===== config.mk =====
export PLATFORM = sky130hd
export DESIGN_NAME = tmtc_ctrl
export DESIGN_NICKNAME = d
export VERILOG_FILES = /design/src/sv/tmtc_pkg.sv /design/src/sv/tmtc_ctrl.sv
export SDC_FILE = /design/constraint.sdc
export NUM_CORES = 1
export LEC_CHECK = 0
export ABC_AREA = 1
export BUFFER_PORTS_ARGS = -buffer_cell sky130_fd_sc_hd__buf_2
export CAP_MARGIN = 20
export CORE_MARGIN = 2
export CORE_UTILIZATION = 35
export DETAILED_ROUTE_END_ITERATION = 8
export PLACE_DENSITY = 0.55
export SLEW_MARGIN = 30
export SYNTH_ARGS = -nofsm -noshare
export SYNTH_HDL_FRONTEND = slang
export SYNTH_SLANG_ARGS = --single-unit

===== constraint.sdc =====
create_clock -name clk -period 1.2 [get_ports clk]
set_input_delay 0.06 -clock clk [delete_from_list [all_inputs] [get_ports clk]]
set_output_delay 0.06 -clock clk [all_outputs]
set_load 0.05 [all_outputs]

===== src/sv/tmtc_pkg.sv =====
// Package for the tempo map transport clock: field widths, fixed-point
// constants, opcode codes, word and segment record types, control bundles.
// No dependencies.
`default_nettype none

package tmtc_pkg;

  localparam int BEAT_W = 56;
  localparam int BPM_W  = 26;
  localparam int FRM_W  = 16;
  localparam int SR_W   = 18;
  localparam int BPF_W  = 50;
  localparam int OUT_CAP = 16;
  localparam int DIVS_W = 24;

  localparam logic [BPM_W-1:0]  BPM_120   = 26'd7864320;
  localparam logic [SR_W-1:0]   SR_RESET  = 18'd48000;
  localparam logic [BEAT_W-1:0] BEAT_MAX  = {BEAT_W{1'b1}};
  localparam logic              ST_OK     = 1'b0;
  localparam logic              ST_REJECT = 1'b1;

  typedef enum logic [2:0] {
    OP_ADVANCE    = 3'd0,
    OP_START      = 3'd1,
    OP_STOP       = 3'd2,
    OP_STOP_RESET = 3'd3,
    OP_SEEK       = 3'd4,
    OP_SET_TEMPO  = 3'd5,
    OP_SET_LOOP   = 3'd6,
    OP_CLEAR_LOOP = 3'd7
  } opcode_t;

  typedef struct packed {
    opcode_t           opcode;
    logic [FRM_W-1:0]  frames;
    logic [BEAT_W-1:0] beat;
    logic [BEAT_W-1:0] end_beat;
    logic [BPM_W-1:0]  bpm;
    logic              loop_enable;
  } in_word_t;

  typedef struct packed {
    logic              status;
    logic [FRM_W-1:0]  seg_offset;
    logic [FRM_W-1:0]  seg_frames;
    logic [BEAT_W-1:0] seg_start_beat;
    logic [BEAT_W-1:0] seg_end_beat;
    logic [BPM_W-1:0]  seg_bpm;
    logic              wrapped;
    logic [BEAT_W-1:0] final_beat;
    logic              last;
  } out_word_t;

  // one stored segment awaiting the final position
  typedef struct packed {
    logic [FRM_W-1:0]  offset;
    logic [FRM_W-1:0]  frames;
    logic [BEAT_W-1:0] start_beat;
    logic [BEAT_W-1:0] end_beat;
    logic [BPM_W-1:0]  bpm;
    logic              wrapped;
  } seg_rec_t;

  typedef enum logic [4:0] {
    C_NONE,
    C_LATCH,
    C_SIMPLE,
    C_LOOP,
    C_REJECT,
    C_SCAN_RD,
    C_SCAN_NEXT,
    C_SCAN_HIT,
    C_DIV_BPF,
    C_BPF,
    C_DIV_BF,
    C_SEG,
    C_MUL_LO,
    C_MUL_HI,
    C_ADD,
    C_STEP,
    C_EMIT_RD,
    C_EMIT,
    C_EMIT_IDLE,
    C_EMIT_SETUP,
    C_TB_SET,
    C_INS_START,
    C_INS_RD,
    C_INS_SHIFT,
    C_INS_PUT
  } dp_cmd_t;

  typedef struct packed {
    opcode_t op;
    logic    advance_go;
    logic    bpm_zero;
    logic    idx_end;
    logic    scan_hit;
    logic    match_hit;
    logic    full;
    logic    ins_zero;
    logic    ins_gt;
    logic    has_div2;
    logic    div_done;
    logic    rem_last;
    logic    emit_last;
  } dp_stat_t;

endpackage

`default_nettype wire


===== src/sv/tmtc_ctrl.sv =====
// Controller state machine: sequences scans of the tempo map, divisions,
// segment steps and result emission. Depends on tmtc_pkg.
`default_nettype none

module tmtc_ctrl (
  input  wire logic                clk,
  input  wire logic                rst_n,
  input  wire logic                start,
  output logic                     busy,
  input  wire tmtc_pkg::dp_stat_t  stat,
  output tmtc_pkg::dp_cmd_t        cmd
);

  typedef enum logic [4:0] {
    S_IDLE, S_DECODE, S_SC_RD, S_SC_CHK, S_SC_END, S_DV1, S_BF_CHK, S_DV2,
    S_MUL1, S_MUL2, S_ADD, S_STEP, S_EM_RD, S_EM_OUT, S_MT_RD, S_MT_CHK,
    S_INS_RD, S_INS_CHK, S_OUT_SETUP
  } state_t;

  state_t state_r, state_nxt;

  // next state and command
  always_comb begin
    state_nxt = state_r;
    cmd       = tmtc_pkg::C_NONE;
    case (state_r)
      S_IDLE: if (start) begin
        cmd       = tmtc_pkg::C_LATCH;
        state_nxt = S_DECODE;
      end
      S_DECODE: begin
        case (stat.op)
          tmtc_pkg::OP_ADVANCE: state_nxt = S_SC_RD;
          tmtc_pkg::OP_SET_TEMPO: begin
            if (stat.bpm_zero) begin
              cmd       = tmtc_pkg::C_REJECT;
              state_nxt = S_OUT_SETUP;
            end else begin
              state_nxt = S_MT_RD;
            end
          end
          tmtc_pkg::OP_SET_LOOP: begin
            cmd       = tmtc_pkg::C_LOOP;
            state_nxt = S_OUT_SETUP;
          end
          default: begin
            cmd       = tmtc_pkg::C_SIMPLE;
            state_nxt = S_OUT_SETUP;
          end
        endcase
      end
      // walk the map for the tempo in force and the next change
      S_SC_RD: begin
        if (stat.idx_end) begin
          state_nxt = S_SC_END;
        end else begin
          cmd       = tmtc_pkg::C_SCAN_RD;
          state_nxt = S_SC_CHK;
        end
      end
      S_SC_CHK: begin
        if (stat.scan_hit) begin
          cmd       = tmtc_pkg::C_SCAN_HIT;
          state_nxt = S_SC_END;
        end else begin
          cmd       = tmtc_pkg::C_SCAN_NEXT;
          state_nxt = S_SC_RD;
        end
      end
      S_SC_END: begin
        if (!stat.advance_go) begin
          cmd       = tmtc_pkg::C_EMIT_IDLE;
          state_nxt = S_IDLE;
        end else begin
          cmd       = tmtc_pkg::C_DIV_BPF;
          state_nxt = S_DV1;
        end
      end
      S_DV1: if (stat.div_done) begin
        cmd       = tmtc_pkg::C_BPF;
        state_nxt = S_BF_CHK;
      end
      S_BF_CHK: begin
        if (stat.has_div2) begin
          cmd       = tmtc_pkg::C_DIV_BF;
          state_nxt = S_DV2;
        end else begin
          cmd       = tmtc_pkg::C_SEG;
          state_nxt = S_MUL1;
        end
      end
      S_DV2: if (stat.div_done) begin
        cmd       = tmtc_pkg::C_SEG;
        state_nxt = S_MUL1;
      end
      S_MUL1: begin
        cmd       = tmtc_pkg::C_MUL_LO;
        state_nxt = S_MUL2;
      end
      S_MUL2: begin
        cmd       = tmtc_pkg::C_MUL_HI;
        state_nxt = S_ADD;
      end
      S_ADD: begin
        cmd       = tmtc_pkg::C_ADD;
        state_nxt = S_STEP;
      end
      S_STEP: begin
        cmd       = tmtc_pkg::C_STEP;
        state_nxt = stat.rem_last ? S_EM_RD : S_SC_RD;
      end
      // drain the stored segments
      S_EM_RD: begin
        cmd       = tmtc_pkg::C_EMIT_RD;
        state_nxt = S_EM_OUT;
      end
      S_EM_OUT: begin
        cmd       = tmtc_pkg::C_EMIT;
        state_nxt = stat.emit_last ? S_IDLE : S_EM_RD;
      end
      // set tempo: look for the same beat, else insert in order
      S_MT_RD: begin
        if (stat.idx_end) begin
          if (stat.full) begin
            cmd       = tmtc_pkg::C_REJECT;
            state_nxt = S_OUT_SETUP;
          end else begin
            cmd       = tmtc_pkg::C_INS_START;
            state_nxt = S_INS_RD;
          end
        end else begin
          cmd       = tmtc_pkg::C_SCAN_RD;
          state_nxt = S_MT_CHK;
        end
      end
      S_MT_CHK: begin
        if (stat.match_hit) begin
          cmd       = tmtc_pkg::C_TB_SET;
          state_nxt = S_OUT_SETUP;
        end else begin
          cmd       = tmtc_pkg::C_SCAN_NEXT;
          state_nxt = S_MT_RD;
        end
      end
      S_INS_RD: begin
        if (stat.ins_zero) begin
          cmd       = tmtc_pkg::C_INS_PUT;
          state_nxt = S_OUT_SETUP;
        end else begin
          cmd       = tmtc_pkg::C_INS_RD;
          state_nxt = S_INS_CHK;
        end
      end
      S_INS_CHK: begin
        if (stat.ins_gt) begin
          cmd       = tmtc_pkg::C_INS_SHIFT;
          state_nxt = S_INS_RD;
        end else begin
          cmd       = tmtc_pkg::C_INS_PUT;
          state_nxt = S_OUT_SETUP;
        end
      end
      S_OUT_SETUP: begin
        cmd       = tmtc_pkg::C_EMIT_SETUP;
        state_nxt = S_IDLE;
      end
      default: state_nxt = S_IDLE;
    endcase
  end

  // hold state
  always_ff @(posedge clk) begin
    if (!rst_n) begin
      state_r <= S_IDLE;
    end else begin
      state_r <= state_nxt;
    end
  end

  assign busy = (state_r != S_IDLE);

  a_accept_decode: assert property (@(posedge clk) disable iff (!rst_n)
    (start && !busy) |=> (state_r == S_DECODE))
    else $error("accepted word not decoded");

  a_div_wait: assert property (@(posedge clk) disable iff (!rst_n)
    ((state_r == S_DV1) && !stat.div_done) |=> (state_r == S_DV1))
    else $error("left divide wait early");

  a_emit_end: assert property (@(posedge clk) disable iff (!rst_n)
    ((state_r == S_EM_OUT) && stat.emit_last) |=> (state_r == S_IDLE))
    else $error("emission did not end on last word");

endmodule

`default_nettype wire


==> impl_metrics.tcl <==
set metrics [dict create \
    min_path_type "in2reg" \
    nets 238 \
    drt_wl_total_mm 3.420 \
    multi_input_area_sq_um 885.9 \
    met1_usage_pct 33.33 \
    min_path_cells 3 \
    viasPerCell 5.024 \
    tightest_slew_ns 0.2554 \
    first_global_vias 1188 \
    final_util_pct 66.31 \
    ir_worst_vdd_mv 1.975 \
    max_freq_ghz 0.6319 \
    rr_worst_depth 10 \
    p_leak_nw 0.8554 \
    worstPathArrival_ns 1.52 \
    grt.overflow.total 0 \
    wl_per_cell_um 13.73 \
    tritoncts "yes" \
    grt_pass1_wl_mm 5.416 \
    seqCellArea_sq_um 116.4 \
    fp.dieW_um 54.98 \
    synth_seq_cells 5 \
    hpwl_mm 2.711 \
    syn_avg_cell_area_sq_um 5.794 \
    drive_above_1_share_pct 61.64 \
    largest_reg_flops 5 \
    worstPathRequired_ns 1.14 \
    end_kind "output pin" \
    cts_buffer_depth 2 \
    drc 0 \
    placementRows 18 \
    setup_ws_ns -0.3825 \
    syn_nets 175 \
    holdBufCountCts 0 \
    start_util_pct 36.72 \
    crit_type "reg2out" \
    pre_cts_slack_ns -0.2701 \
    synthFlopType "dfxtp_1" \
    synth_edf_count 0 \
    coreArea_sq_mm 0.002477 \
    drv_cap 0 \
    nFillCells 229 \
    worst_skew_pair.late_latency_ns 0.24 \
    outcome "finished with violations" \
    ys_seq_area_share_pct 11.00 \
    async_flop_share_pct 0 \
    top_register "state_r" \
    post_synth_num_cell_types 26 \
    grt_max_degree 9 \
    finalSetupViolCount 11 \
    cts.reportedPaths.clkPinSlew_ns 0.04 \
    dr.pass1.iters 4 \
    busiest_layer "met2" \
    rsz0062_at_grt "true" \
    htreeDepth 1 \
    fp.dieArea_sq_mm 0.003023 \
    antenna_found_initial 0 \
    synth_cells 157 \
    hold_start "rst_n" \
    n_antenna_cell 0 \
    powerDensity_mw_per_mm2 1897 \
    yosysWarnings 0 \
    grtUsageMet2_pct 42.86 \
    min_period_over_period_pct 131.9 \
    largest_registers "state_r (5)" \
    fp.dieH_um 54.98 \
    vias 1251 \
    ant_nets 0 \
    timing.slew.headroom_pct 82.84 \
    io_pins 24 \
    finalMaxSlewViolations 0 \
    globalRouteMet3Util_pct 4.301 \
    hold_viol_final 0 \
    worst_clock_skew_ns 0.002459 \
    min_period_ns 1.583 \
    failed_checks "setup timing" \
    crit_start "state_r[0]" \
    clockRootBuffer "clkbuf_4" \
    syn2layout_area_growth_pct 80.61 \
    reg2reg_from "state_r[0]" \
    critPathLaunchType "register" \
    numCtsBuffers 3 \
    clock_sinks 5 \
    cp_max_fo 6 \
    grt_use_total_pct 25.46 \
    gp_congestion 0.9114 \
    drt_iter0_markers 23 \
    syn_area_sq_um 909.6 \
    port_buffers 23 \
]
==> placed cells by master (no fill, tap or decap), types with 2 or more instances in the layout <==
cell type	synthesis	routed
nand2_4	1	9
nor3_2	0	2
nand3_2	4	9
nor2_4	7	12
nand4_1	6	6
o21ai_2	1	2
buf_2	0	17
nand2_2	7	10
o211ai_1	3	3
nor2_1	20	14
buf_6	0	8
inv_1	23	20
a211oi_2	0	2
clkbuf_4	0	3
nor2_2	5	6
buf_12	0	2
nand3_1	14	8
nand3b_1	2	2
dfxtp_4	0	4
inv_2	3	4
a21oi_2	0	4
nand2_1	36	25
buf_4	0	31
==> timing repair <==
| item | in CTS | in global routing |
|---|---|---|
| resized for setup | 51 | 8 |
| setup buffers | 11 | 2 |
| setup endpoints to repair | 11 | 11 |
| cloned | 0 | 0 |
| pin swaps | 18 | 14 |
==> cells by family after synthesis <==
group,share of synthesized area [%]
AOI/OAI and AO/OA,11.55
buffers and inverters,13.20
DFF,11.00
and+or+nand+nor,64.24
==> report_power, final <==
group	total, mW	switching (mW)	internal [mW]
logic	2.58	1.49	1.09
clock network	0.195	0.0689	0.126
registers	0.339	0.108	0.231
total	3.12	1.67	1.45
==> worst paths after layout <==
| path | end | slack [ns] |
|---|---|---|
| min reg2reg | state_r[1] | 0.86 |
| max reg2reg | state_r[1] | -0.31 |
| min | state_r[4] | 0.14 |
| max | cmd[2] | -0.38 |
==> stage by stage <==
step | instance area [sq um] | TNS, ns | total power, mW | hold WS (ns) | cells
after CTS | 1609 | -3.022 | 3.093 | 0.1270 | 248
after detailed placement | 1311 | -2.127 | 2.350 | 0.3601 | 233
after global routing | 1643 | -4.060 | 3.312 | 0.1536 | 249
final | 1643 | -3.238 | 3.116 | 0.1416 | 249
after global placement | 1311 | -2.122 | 2.358 | 0.3615 | 233
after floorplan | 967.2 | -0.9100 | 1.662 | 0.2313 | 157
==> worst max-delay path, cell delays in order, from the launching register on <==
cell     delay [ns]
dfxtp_4        0.41
inv_4          0.07
nand2_4        0.09
nor2_4         0.06
nand2_2        0.09
nand3_2        0.08
a31oi_2        0.16
nand4_1        0.14
buf_6          0.18
==> cell usage after synthesis, drive strengths merged, types with 3 or more instances <==
library cell / n / area share, %
dfxtp: 5 / 11
nand2: 44 / 21
o21ai: 4 / 2.6
nand3: 18 / 12
nor2: 33 / 23
nand3b: 3 / 2.9
a21oi: 5 / 2.8
o211ai: 3 / 2.5
nand4: 6 / 4.1
nor3: 3 / 1.7
inv: 26 / 11
==> metal layers <==
metal	up-vias	share of wire (%)
li1	635	-
met1	574	44
met2	36	49
met3	6	4.6
met4	0	2.4
met5	-	0
==> final cells by class <==
| type | count | share of cell area, % |
|---|---|---|
| clock buffer | 4 | 1.599 |
| sequential | 5 | 7.083 |
| tap | 30 | 2.285 |
| inverter | 27 | 6.931 |
| timing repair buffer | 59 | 28.18 |
| multi-input combinational | 124 | 53.92 |
No activity file was read; power rests on OpenSTA's default activity.
